**config.mk**
```make
export PLATFORM = sky130hd
export DESIGN_NAME = impulse_onset_clip_decay_detector_unit
export DESIGN_NICKNAME = d
export VERILOG_FILES = /design/src/rtl/iocd_pkg.sv /design/src/rtl/iocd_cfg_regs.sv /design/src/rtl/iocd_core.sv /design/src/rtl/impulse_onset_clip_decay_detector_unit.sv
export SDC_FILE = /design/constraint.sdc
export NUM_CORES = 1
export LEC_CHECK = 0
export ABC_AREA = 1
export BUFFER_PORTS_ARGS = -buffer_cell sky130_fd_sc_hd__buf_2
export CORE_ASPECT_RATIO = 0.9
export CORE_MARGIN = 2
export CORE_UTILIZATION = 54
export CTS_BUF_LIST = sky130_fd_sc_hd__clkbuf_4 sky130_fd_sc_hd__clkbuf_8
export DETAILED_ROUTE_END_ITERATION = 7
export PLACE_DENSITY = 0.72
export SLEW_MARGIN = 10
export SYNTH_ARGS = -nofsm -noshare
export SYNTH_HDL_FRONTEND = slang
export SYNTH_SLANG_ARGS = --single-unit
```
**constraint.sdc**
```tcl
create_clock -name clk -period 6.8 [get_ports clk]
set_clock_uncertainty 0.05 [all_clocks]
set_input_delay 0.68 -clock clk [delete_from_list [all_inputs] [get_ports clk]]
set_output_delay 0.68 -clock clk [all_outputs]
set_load 0.01 [all_outputs]
```
**src/rtl/iocd_pkg.sv**
```systemverilog
// Package for the impulse onset / clip / decay detector.
// Holds the payload and configuration types, register indexes and widths.
// No dependencies; every RTL file of the block refers to it by scoped names.
package iocd_pkg;

  // Raw words carry six padding bits below the level.
  localparam int unsigned SAMPLE_SHIFT = 6;
  localparam int unsigned RAW_W        = 32;
  localparam int unsigned LEVEL_W      = RAW_W - SAMPLE_SHIFT;
  localparam int unsigned RUN_W        = 10;
  localparam int unsigned RUN_CNT_W    = RUN_W + 1;
  localparam int unsigned WINDOW_W     = 12;
  localparam int unsigned DECAY_CNT_W  = WINDOW_W + 1;
  localparam int unsigned CFG_DATA_W   = LEVEL_W;
  localparam int unsigned CFG_IDX_W    = 3;

  // Register indexes on the configuration port.
  typedef enum logic [CFG_IDX_W-1:0] {
    REG_ONSET_JUMP   = 3'd0,
    REG_CLIP_LEVEL   = 3'd1,
    REG_MIN_CLIP_RUN = 3'd2,
    REG_MAX_CLIP_RUN = 3'd3,
    REG_DECAY_LEVEL  = 3'd4,
    REG_DECAY_LIMIT  = 3'd5
  } reg_idx_t;

  // Detector stage codes as reported on the result channel.
  typedef enum logic [1:0] {
    STAGE_SEEK  = 2'd0,
    STAGE_CLIP  = 2'd1,
    STAGE_DECAY = 2'd2,
    STAGE_HOLD  = 2'd3
  } stage_t;

  typedef struct packed {
    logic signed [RAW_W-1:0] raw_sample;
    logic                    buffer_start;
  } in_item_t;

  typedef struct packed {
    logic       event_found;
    logic [1:0] detector_stage;
  } out_item_t;

  typedef struct packed {
    logic        [LEVEL_W-1:0]  onset_jump;
    logic signed [LEVEL_W-1:0]  clip_level;
    logic        [RUN_W-1:0]    min_clip_run;
    logic        [RUN_W-1:0]    max_clip_run;
    logic signed [LEVEL_W-1:0]  decay_level;
    logic        [WINDOW_W-1:0] decay_limit;
  } cfg_t;

endpackage

```
**src/rtl/iocd_cfg_regs.sv**
```systemverilog
// Configuration register file of the detector.
// Depends on iocd_pkg for the register indexes and the cfg_t bundle.
module iocd_cfg_regs (
  input  logic                             clk,
  input  logic                             rst_n,
  input  logic                             cfg_we,
  input  logic [iocd_pkg::CFG_IDX_W-1:0]   cfg_index,
  input  logic [iocd_pkg::CFG_DATA_W-1:0]  cfg_wdata,
  output iocd_pkg::cfg_t                   cfg
);

  iocd_pkg::cfg_t cfg_r;

  // Each register takes the low bits of the write data; unknown indexes are dropped.
  always_ff @(posedge clk) begin
    if (!rst_n) begin
      cfg_r.onset_jump   <= iocd_pkg::LEVEL_W'(150000);
      cfg_r.clip_level   <= iocd_pkg::LEVEL_W'(131000);
      cfg_r.min_clip_run <= iocd_pkg::RUN_W'(2);
      cfg_r.max_clip_run <= iocd_pkg::RUN_W'(64);
      cfg_r.decay_level  <= iocd_pkg::LEVEL_W'(30000);
      cfg_r.decay_limit  <= iocd_pkg::WINDOW_W'(256);
    end else if (cfg_we) begin
      case (iocd_pkg::reg_idx_t'(cfg_index))
        iocd_pkg::REG_ONSET_JUMP:   cfg_r.onset_jump   <= cfg_wdata;
        iocd_pkg::REG_CLIP_LEVEL:   cfg_r.clip_level   <= cfg_wdata;
        iocd_pkg::REG_MIN_CLIP_RUN: cfg_r.min_clip_run <= cfg_wdata[iocd_pkg::RUN_W-1:0];
        iocd_pkg::REG_MAX_CLIP_RUN: cfg_r.max_clip_run <= cfg_wdata[iocd_pkg::RUN_W-1:0];
        iocd_pkg::REG_DECAY_LEVEL:  cfg_r.decay_level  <= cfg_wdata;
        iocd_pkg::REG_DECAY_LIMIT:  cfg_r.decay_limit  <= cfg_wdata[iocd_pkg::WINDOW_W-1:0];
        default: ;
      endcase
    end
  end

  assign cfg = cfg_r;

endmodule

```
**src/rtl/iocd_core.sv**
```systemverilog
// Detector state and the per-word update logic.
// Depends on iocd_pkg for the payload, configuration and stage types.
module iocd_core (
  input  logic                clk,
  input  logic                rst_n,
  input  logic                advance,
  input  iocd_pkg::in_item_t  item,
  input  iocd_pkg::cfg_t      cfg,
  output iocd_pkg::out_item_t result
);

  logic signed [iocd_pkg::LEVEL_W-1:0]     prev_level_r, prev_level_nxt;
  logic                                    onset_seen_r, onset_seen_nxt;
  logic                                    clip_conf_r, clip_conf_nxt;
  logic                                    found_hold_r, found_hold_nxt;
  logic [iocd_pkg::RUN_CNT_W-1:0]          run_cnt_r, run_cnt_nxt;
  logic [iocd_pkg::DECAY_CNT_W-1:0]        decay_cnt_r, decay_cnt_nxt;

  logic signed [iocd_pkg::LEVEL_W-1:0]     level;
  logic signed [iocd_pkg::LEVEL_W-1:0]     prev_base;
  logic signed [iocd_pkg::LEVEL_W+1:0]     rise;
  logic signed [iocd_pkg::LEVEL_W+1:0]     jump_min;
  logic                                    clipped;
  logic                                    restart;
  logic                                    event_hit;
  iocd_pkg::stage_t                        stage;

  // Level of the word, and its compares against the thresholds.
  // A buffer start makes the onset compare against level zero.
  assign level     = item.raw_sample[iocd_pkg::RAW_W-1:iocd_pkg::SAMPLE_SHIFT];
  assign prev_base = item.buffer_start ? '0 : prev_level_r;
  assign rise      = (iocd_pkg::LEVEL_W+2)'(level) - (iocd_pkg::LEVEL_W+2)'(prev_base);
  assign jump_min  = $signed({2'b00, cfg.onset_jump});
  assign clipped   = level >= cfg.clip_level;

  // Next state: a buffer start clears everything before the word is judged.
  always_comb begin
    prev_level_nxt = prev_level_r;
    onset_seen_nxt = onset_seen_r;
    clip_conf_nxt  = clip_conf_r;
    found_hold_nxt = found_hold_r;
    run_cnt_nxt    = run_cnt_r;
    decay_cnt_nxt  = decay_cnt_r;
    restart        = 1'b0;
    event_hit      = 1'b0;
    if (item.buffer_start) begin
      prev_level_nxt = '0;
      onset_seen_nxt = 1'b0;
      clip_conf_nxt  = 1'b0;
      found_hold_nxt = 1'b0;
      run_cnt_nxt    = '0;
      decay_cnt_nxt  = '0;
    end
    if (!found_hold_nxt) begin
      if (!onset_seen_nxt) begin
        // The rise is taken against the level held before this word.
        if (rise > jump_min && clipped) begin
          onset_seen_nxt = 1'b1;
        end
        prev_level_nxt = level;
      end else if (!clip_conf_nxt) begin
        if (clipped) begin
          run_cnt_nxt = run_cnt_nxt + 1'b1;
          if (run_cnt_nxt > iocd_pkg::RUN_CNT_W'(cfg.max_clip_run)) begin
            restart = 1'b1;
          end
        end else if (run_cnt_nxt < iocd_pkg::RUN_CNT_W'(cfg.min_clip_run)) begin
          restart = 1'b1;
        end else begin
          clip_conf_nxt = 1'b1;
        end
      end else begin
        decay_cnt_nxt = decay_cnt_nxt + 1'b1;
        if (level < cfg.decay_level) begin
          event_hit      = 1'b1;
          found_hold_nxt = 1'b1;
          restart        = 1'b1;
        end else if (decay_cnt_nxt > iocd_pkg::DECAY_CNT_W'(cfg.decay_limit)) begin
          restart = 1'b1;
        end
      end
    end
    if (restart) begin
      prev_level_nxt = '0;
      onset_seen_nxt = 1'b0;
      clip_conf_nxt  = 1'b0;
      run_cnt_nxt    = '0;
      decay_cnt_nxt  = '0;
    end
  end

  // Stage code after the word.
  always_comb begin
    if (found_hold_nxt)     stage = iocd_pkg::STAGE_HOLD;
    else if (clip_conf_nxt) stage = iocd_pkg::STAGE_DECAY;
    else if (onset_seen_nxt) stage = iocd_pkg::STAGE_CLIP;
    else                    stage = iocd_pkg::STAGE_SEEK;
  end

  assign result.event_found    = event_hit;
  assign result.detector_stage = stage;

  // State advances only when the word moves into the result register.
  always_ff @(posedge clk) begin
    if (!rst_n) begin
      prev_level_r <= '0;
      onset_seen_r <= 1'b0;
      clip_conf_r  <= 1'b0;
      found_hold_r <= 1'b0;
      run_cnt_r    <= '0;
      decay_cnt_r  <= '0;
    end else if (advance) begin
      prev_level_r <= prev_level_nxt;
      onset_seen_r <= onset_seen_nxt;
      clip_conf_r  <= clip_conf_nxt;
      found_hold_r <= found_hold_nxt;
      run_cnt_r    <= run_cnt_nxt;
      decay_cnt_r  <= decay_cnt_nxt;
    end
  end

endmodule

```
**src/rtl/impulse_onset_clip_decay_detector_unit.sv**
```systemverilog
// Top level of the impulse onset / clip / decay detector.
// Depends on iocd_pkg, iocd_cfg_regs and iocd_core.
//
// Usage:
// - Input channel in_valid / in_ready / in_data carries one microphone word
//   and a buffer start flag. Result channel out_valid / out_ready / out_data
//   carries one result per word: the event pulse and the detector stage.
// - Configuration port: cfg_we writes cfg_wdata into register cfg_index
//   (0 onset jump, 1 clip level, 2 min clip run, 3 max clip run,
//   4 decay level, 5 decay limit) at the clock edge. Write only while idle.
// - Path: an accepted word waits in the input register and moves into the
//   result register once that is free or being emptied, raising out_valid.
// - Throughput: one word per cycle while out_ready is high; the update is
//   a single compare-and-count step between the input and result registers.
// - Stall: while out_ready is low the result holds, the input register still
//   fills, and in_ready drops only when both registers are occupied.
// - Reset: rst_n low at a clock edge empties both registers, clears the
//   detector state and loads the default thresholds.
module impulse_onset_clip_decay_detector_unit (
  input  logic                             clk,
  input  logic                             rst_n,
  input  logic                             in_valid,
  output logic                             in_ready,
  input  iocd_pkg::in_item_t               in_data,
  output logic                             out_valid,
  input  logic                             out_ready,
  output iocd_pkg::out_item_t              out_data,
  input  logic                             cfg_we,
  input  logic [iocd_pkg::CFG_IDX_W-1:0]   cfg_index,
  input  logic [iocd_pkg::CFG_DATA_W-1:0]  cfg_wdata
);

  logic                 in_v_r;
  iocd_pkg::in_item_t   in_item_r;
  logic                 out_v_r;
  iocd_pkg::out_item_t  out_item_r;
  logic                 advance;
  iocd_pkg::cfg_t       cfg;
  iocd_pkg::out_item_t  result;

  // A word moves on when the result register is free or being emptied.
  assign advance  = in_v_r && (!out_v_r || out_ready);
  assign in_ready = !in_v_r || advance;

  iocd_cfg_regs u_cfg (
    .clk       (clk),
    .rst_n     (rst_n),
    .cfg_we    (cfg_we),
    .cfg_index (cfg_index),
    .cfg_wdata (cfg_wdata),
    .cfg       (cfg)
  );

  iocd_core u_core (
    .clk     (clk),
    .rst_n   (rst_n),
    .advance (advance),
    .item    (in_item_r),
    .cfg     (cfg),
    .result  (result)
  );

  // Input register.
  always_ff @(posedge clk) begin
    if (!rst_n) begin
      in_v_r <= 1'b0;
    end else if (in_ready) begin
      in_v_r <= in_valid;
    end
  end

  always_ff @(posedge clk) begin
    if (in_valid && in_ready) begin
      in_item_r <= in_data;
    end
  end

  // Result register.
  always_ff @(posedge clk) begin
    if (!rst_n) begin
      out_v_r <= 1'b0;
    end else if (advance) begin
      out_v_r <= 1'b1;
    end else if (out_ready) begin
      out_v_r <= 1'b0;
    end
  end

  always_ff @(posedge clk) begin
    if (advance) begin
      out_item_r <= result;
    end
  end

  assign out_valid = out_v_r;
  assign out_data  = out_item_r;

endmodule
```
==> impl_metrics.ini, run 1 <==
[run_status]
outcome = complete, no violations

[layout]
num_antenna_cells = 0
fin_area_sq_um = 13500
final_layout_size_suffix_gt1_share_pct = 13.7
area_growth_pct = 6.62
mostFrequentLayoutCell = nand2_1
fin_nets = 1909
final_cell_mix = nand2_1 (341), inv_1 (220), a21oi_1 (188)

[placement]
post_dp_cell_area_sq_um = 13100
hpwl_microns = 22700
port_buffers = 65
globalplace.congestion = 0.912

[cts]
ctsLongestPathBuffers = 2
cts_sinks = 195
post_cts_resized = 0
root_buffer = clkbuf_8
cts_tree = yes
worstSkewPairLatency_ns = 0.49
cts.clk_slew.worst_paths_ns = 0.11
cts_hold_buf = 0
htreeDepth = 4
cts_setup_buffers = 0
cts_buffers = 17

[critical_path]
crit_slowest_cell = inv_2
crit_top_cell = nand2_1
critical_path_buf_inv_count = 2
path_delay_family = compound AO/OA/AOI/OAI gates
critPathKind = flip-flop to flip-flop
cp-end-kind = flip-flop
slowest_delay_ns = 0.45
worst_ep_required_time_ns = 6.99
critPathLaunchType = flip-flop
critical_path_peak_fanout = 26
cp.arrival_ns = 5.11

[global_route]
grt_pass1_wl_microns = 51700
antenna_found_initial = 0
grtUsageTotal_pct = 27.0
grt_pass1_vias = 10100
gr-total-overflow = 0
grt_start_max_net_pins = 78

[timing]
max_freq_mhz = 203
timing.final.crit_share_pct = 72.4
slew_viol_final = 0
worst_pin_slew_ns = 1.07
final.setup.tns_ns = 0
finalSetupViolCount = 0
min_period_ns = 4.92
rsz0062_at_grt = false
slew_headroom_pct = 28.6
finalHoldViolCount = 0

[route]
vias_per_cell = 5.45
wl_met1_microns = 15700
ant_nets = 0
wl_per_cell_microns = 15.9
wl_met2_microns = 13900
drt-initial-drc-count = 797
vias = 11000
drtPass1Iterations = 5
wirelength_microns = 32100
route.met3.wl_microns = 1850
top_layer = met4
drc = 0

[floorplan]
fp.dieW_microns = 165
die_y_microns = 149
boundaryPins = 72
die_area_sq_um = 24600
rows = 53
fp.coreArea_sq_um = 23100
start_util_pct = 54.6

[pwr]
irDropWorstVdd_uv = 101
p_per_area_nw_per_um2 = 185
leakagePower_nw = 5.91

[yosys]
syn_area_per_cell_sq_um = 7.57
synth_top_area_cell = dfxtp_1
ys_ff_latch = 195
ys_warn_count = 0
synth_top_area_share_pct = 26.2
synth_edf_count = 30
synthArstFlopShare_pct = 0
synth_flop_cell = dfxtp_1
synthesis.nets = 1872
synth.area.top_cells = dfxtp_1 (26%), ha_1 (13%), nand2_1 (10%)
synth.distinct_cells = 51
yosysSeqAreaShare_pct = 33.3
syn_inst = 1668
synth_area_sq_um = 12600

[min_path]
hold_path_class = primary input to flip-flop

[run]
maxCapViolCount = 0
[through the flow]
step | utilization (%) | total power [mW] | cells | hold slack (ns) | setup WS, ns
after floorplan | - | 1.62 | 1668 | 0.383 | 2.60
after global placement | 56.6 | 1.73 | 1988 | 0.394 | 2.01
after detailed placement | 56.6 | 1.75 | 1988 | 0.402 | 2.00
after CTS | 58.2 | 2.50 | 2020 | 0.289 | 1.93
after global routing | 58.2 | 2.62 | 2020 | 0.280 | 1.40
final | 58.2 | 2.48 | 2020 | 0.311 | 1.88
[state kept, by name (all words and copies together), names as in the netlist]
signal               cells
in_item_r               27
in_v_r                   1
out_data                 3
out_valid                1
u_cfg.cfg              110
u_core.clip_conf_r       1
u_core.decay_cnt_r      13
u_core.found_hold_r      1
u_core.onset_seen_r      1
u_core.prev_level_r     26
u_core.run_cnt_r        11
[routing by layer]
| layer | vias up | GRT usage, % |
|---|---|---|
| li1 | 5604 | - |
| met3 | 45 | 4.00 |
| met5 | - | 0 |
| met4 | 0 | 7.65 |
| met1 | 5079 | 38.9 |
| met2 | 274 | 41.9 |
[synthesized netlist by cell type (3+ instances only)]
library cell and n:
a21o_1 3, a21oi_1 188, a21oi_2 38, a31oi_1 4, buf_12 3, buf_2 3
buf_4 7, clkbuf_1 41, dfxtp_1 165, edfxtp_1 30, ha_1 136, inv_1 220
inv_2 6, nand2_1 342, nand2_2 12, nand3_1 38, nand3_2 53, nand4_1 16
nor2_1 113, nor2_4 6, nor3_1 12, o211ai_1 33, o21a_1 5, o21ai_0 119
o21ai_1 5, o21bai_1 4, xnor2_1 11, xor2_1 25
[power breakdown]
group          internal [mW]  switching (mW)  total, mW
Combinational          0.170           0.315      0.485
Clock                  0.304           0.452      0.756
Sequential              1.22          0.0269       1.24
[cells by family (layout without fill, tap and decap cells)]
| logic type | after synthesis | in the layout | synth area share, % |
|---|---|---|---|
| AO/OA/AOI/OAI | 405 | 405 | 18.2 |
| XOR/XNOR | 37 | 37 | 2.63 |
| AND/OR/NAND/NOR | 608 | 608 | 22.8 |
| adder cells (fa/ha/maj) | 137 | 137 | 13.6 |
| flip-flops | 195 | 195 | 33.3 |
| buffers and inverters | 286 | 336 | 9.36 |
[final timing paths]
path / from / to / slack, ns / cells after the start
worst min register to register: u_cfg.cfg[21] / u_cfg.cfg[21] / 0.41 / 2
worst min-delay path: in_data[0] / in_item_r[0] / 0.31 / 1
worst max register to register: in_item_r[0] / out_data[0] / 1.88 / 27
worst max-delay path: in_item_r[0] / out_data[0] / 1.88 / 27
[layout make-up]
type / instances / area, sq um
Clock buffer: 19 / 249
Clock inverter: 13 / 123
Fill cell: 2138 / 9680
Inverter: 228 / 856
Multi-Input combinational cell: 1187 / 7250
Sequential cell: 195 / 4200
Tap cell: 302 / 378
Timing Repair Buffer: 76 / 408
No activity file was read; power rests on OpenSTA's default activity.
==> run 2: changes to the inputs <==
==> constraint.sdc (replaced) <==
create_clock -name clk -period 5.1 [get_ports clk]
set_clock_uncertainty 0.05 [all_clocks]
set_input_delay 0.51 -clock clk [delete_from_list [all_inputs] [get_ports clk]]
set_output_delay 0.51 -clock clk [all_outputs]
set_load 0.01 [all_outputs]
==> run 2 against run 1 <==
- critical path depth stayed put
- highest routed layer unchanged
- sequential share of layout area decreased by 0.17 points
- utilization is 0.31 points higher
- combinational power increased by 35%
- count of clock-buffer cells in the layout increased by 2
- sequential cell count stayed put
==> impl_metrics.ini, run 2 (synthesis results as in run 1) <==
[placement]
dpl.cell_count = 1988
port_buffers = 65
dp_slack_ns = 0.671
globalplace.congestion = 0.902
hpwl_microns = 23100

[route]
ant_nets = 0
drt-initial-drc-count = 911
drc = 0
vias = 11100
wirelength_microns = 32600
drtPass1Iterations = 5
wl_per_cell_microns = 16.1
vias_per_cell = 5.50

[timing]
min_period_ns = 4.53
slew_viol_final = 0
final.setup.tns_ns = 0
worst_pin_slew_ns = 1.12
timing.hold.ws_ns = 0.148
timing.final.crit_share_pct = 88.9
max_freq_mhz = 221
setup_slack_ns = 0.568
rsz0062_at_grt = false
finalHoldViolCount = 0
finalSetupViolCount = 0
slew_headroom_pct = 24.6

[cts]
cts.clk_slew.worst_paths_ns = 0.11
cts_tree = yes
htreeDepth = 4
cts_buffers = 17
worstSkewPairLatency_ns = 0.48
post_cts_resized = 0
cts_hold_buf = 0
cts_setup_buffers = 0
root_buffer = clkbuf_8
ctsLongestPathBuffers = 2
cts_sinks = 195

[floorplan]
start_util_pct = 54.6
die_y_microns = 149
fp.coreArea_sq_um = 23100
die_area_sq_um = 24600
fp.dieW_microns = 165
boundaryPins = 72
rows = 53

[pwr]
p_per_area_nw_per_um2 = 256
irDropWorstVdd_uv = 160
leakagePower_nw = 5.95

[layout]
final_cell_mix = nand2_1 (341), inv_1 (220), a21oi_1 (188)
mostFrequentLayoutCell = nand2_1
final_cells = 2020
num_antenna_cells = 0
largest_register_ffs = 110
fin_nets = 1909
finish.utilization_pct = 58.5
final_layout_size_suffix_gt1_share_pct = 13.7
area_growth_pct = 7.19

[critical_path]
slowest_delay_ns = 0.47
crit_top_cell = nand2_1
critPathKind = flip-flop to flip-flop
path_delay_family = simple AND/OR/NAND/NOR gates
cp.arrival_ns = 4.71
critPathLaunchType = flip-flop
critical_path_peak_fanout = 33
worst_ep_required_time_ns = 5.28
crit_slowest_cell = buf_4
critical_path_buf_inv_count = 4
cp-end-kind = flip-flop

[global_route]
grt_pass1_wl_microns = 52500
gr-total-overflow = 0
grt_pass1_vias = 10300
grt_start_max_net_pins = 113
grtUsageTotal_pct = 27.1
antenna_found_initial = 0

[run]
maxCapViolCount = 0

[min_path]
hold_path_class = primary input to flip-flop

[run_status]
outcome = complete, no violations
## run 2: path summary, 6_finish.rpt
kind         depth (start not counted)            end          start  slack, ns
max reg2reg                         27    out_data[0]   in_item_r[0]       0.57
min                                  1  in_item_r[24]    in_data[24]       0.15
max                                 27    out_data[0]   in_item_r[0]       0.57
min reg2reg                          2  u_cfg.cfg[79]  u_cfg.cfg[79]       0.41
## run 2: layout make-up
class | instances | area (sq um)
clock buffer | 21 | 270
clock inverter | 11 | 174
fill | 2124 | 9610
inverter | 228 | 856
multi-input combinational | 1187 | 7250
sequential | 195 | 4200
tap | 302 | 378
timing repair buffer | 76 | 408
## run 2: where the power goes
group	switching, mW	internal, mW
Sequential	0.0356	1.62
Combinational	0.425	0.228
Clock	0.583	0.569
## run 2: per-stage QoR
stage	area (sq um)	total power [mW]
detailed placement	13100	2.33
global route	13500	3.63
floorplan	12600	2.15
finish	13500	3.46
CTS	13500	3.47
global placement	13100	2.31
## run 2: metal layers
| layer | up-vias | share of wire [%] | global-route usage, % |
|---|---|---|---|
| met5 | - | 0 | 0 |
| met2 | 343 | 44 | 42.9 |
| met4 | 0 | 1.8 | 7.91 |
| met3 | 34 | 6.5 | 3.20 |
| li1 | 5609 | - | - |
| met1 | 5134 | 48 | 38.9 |
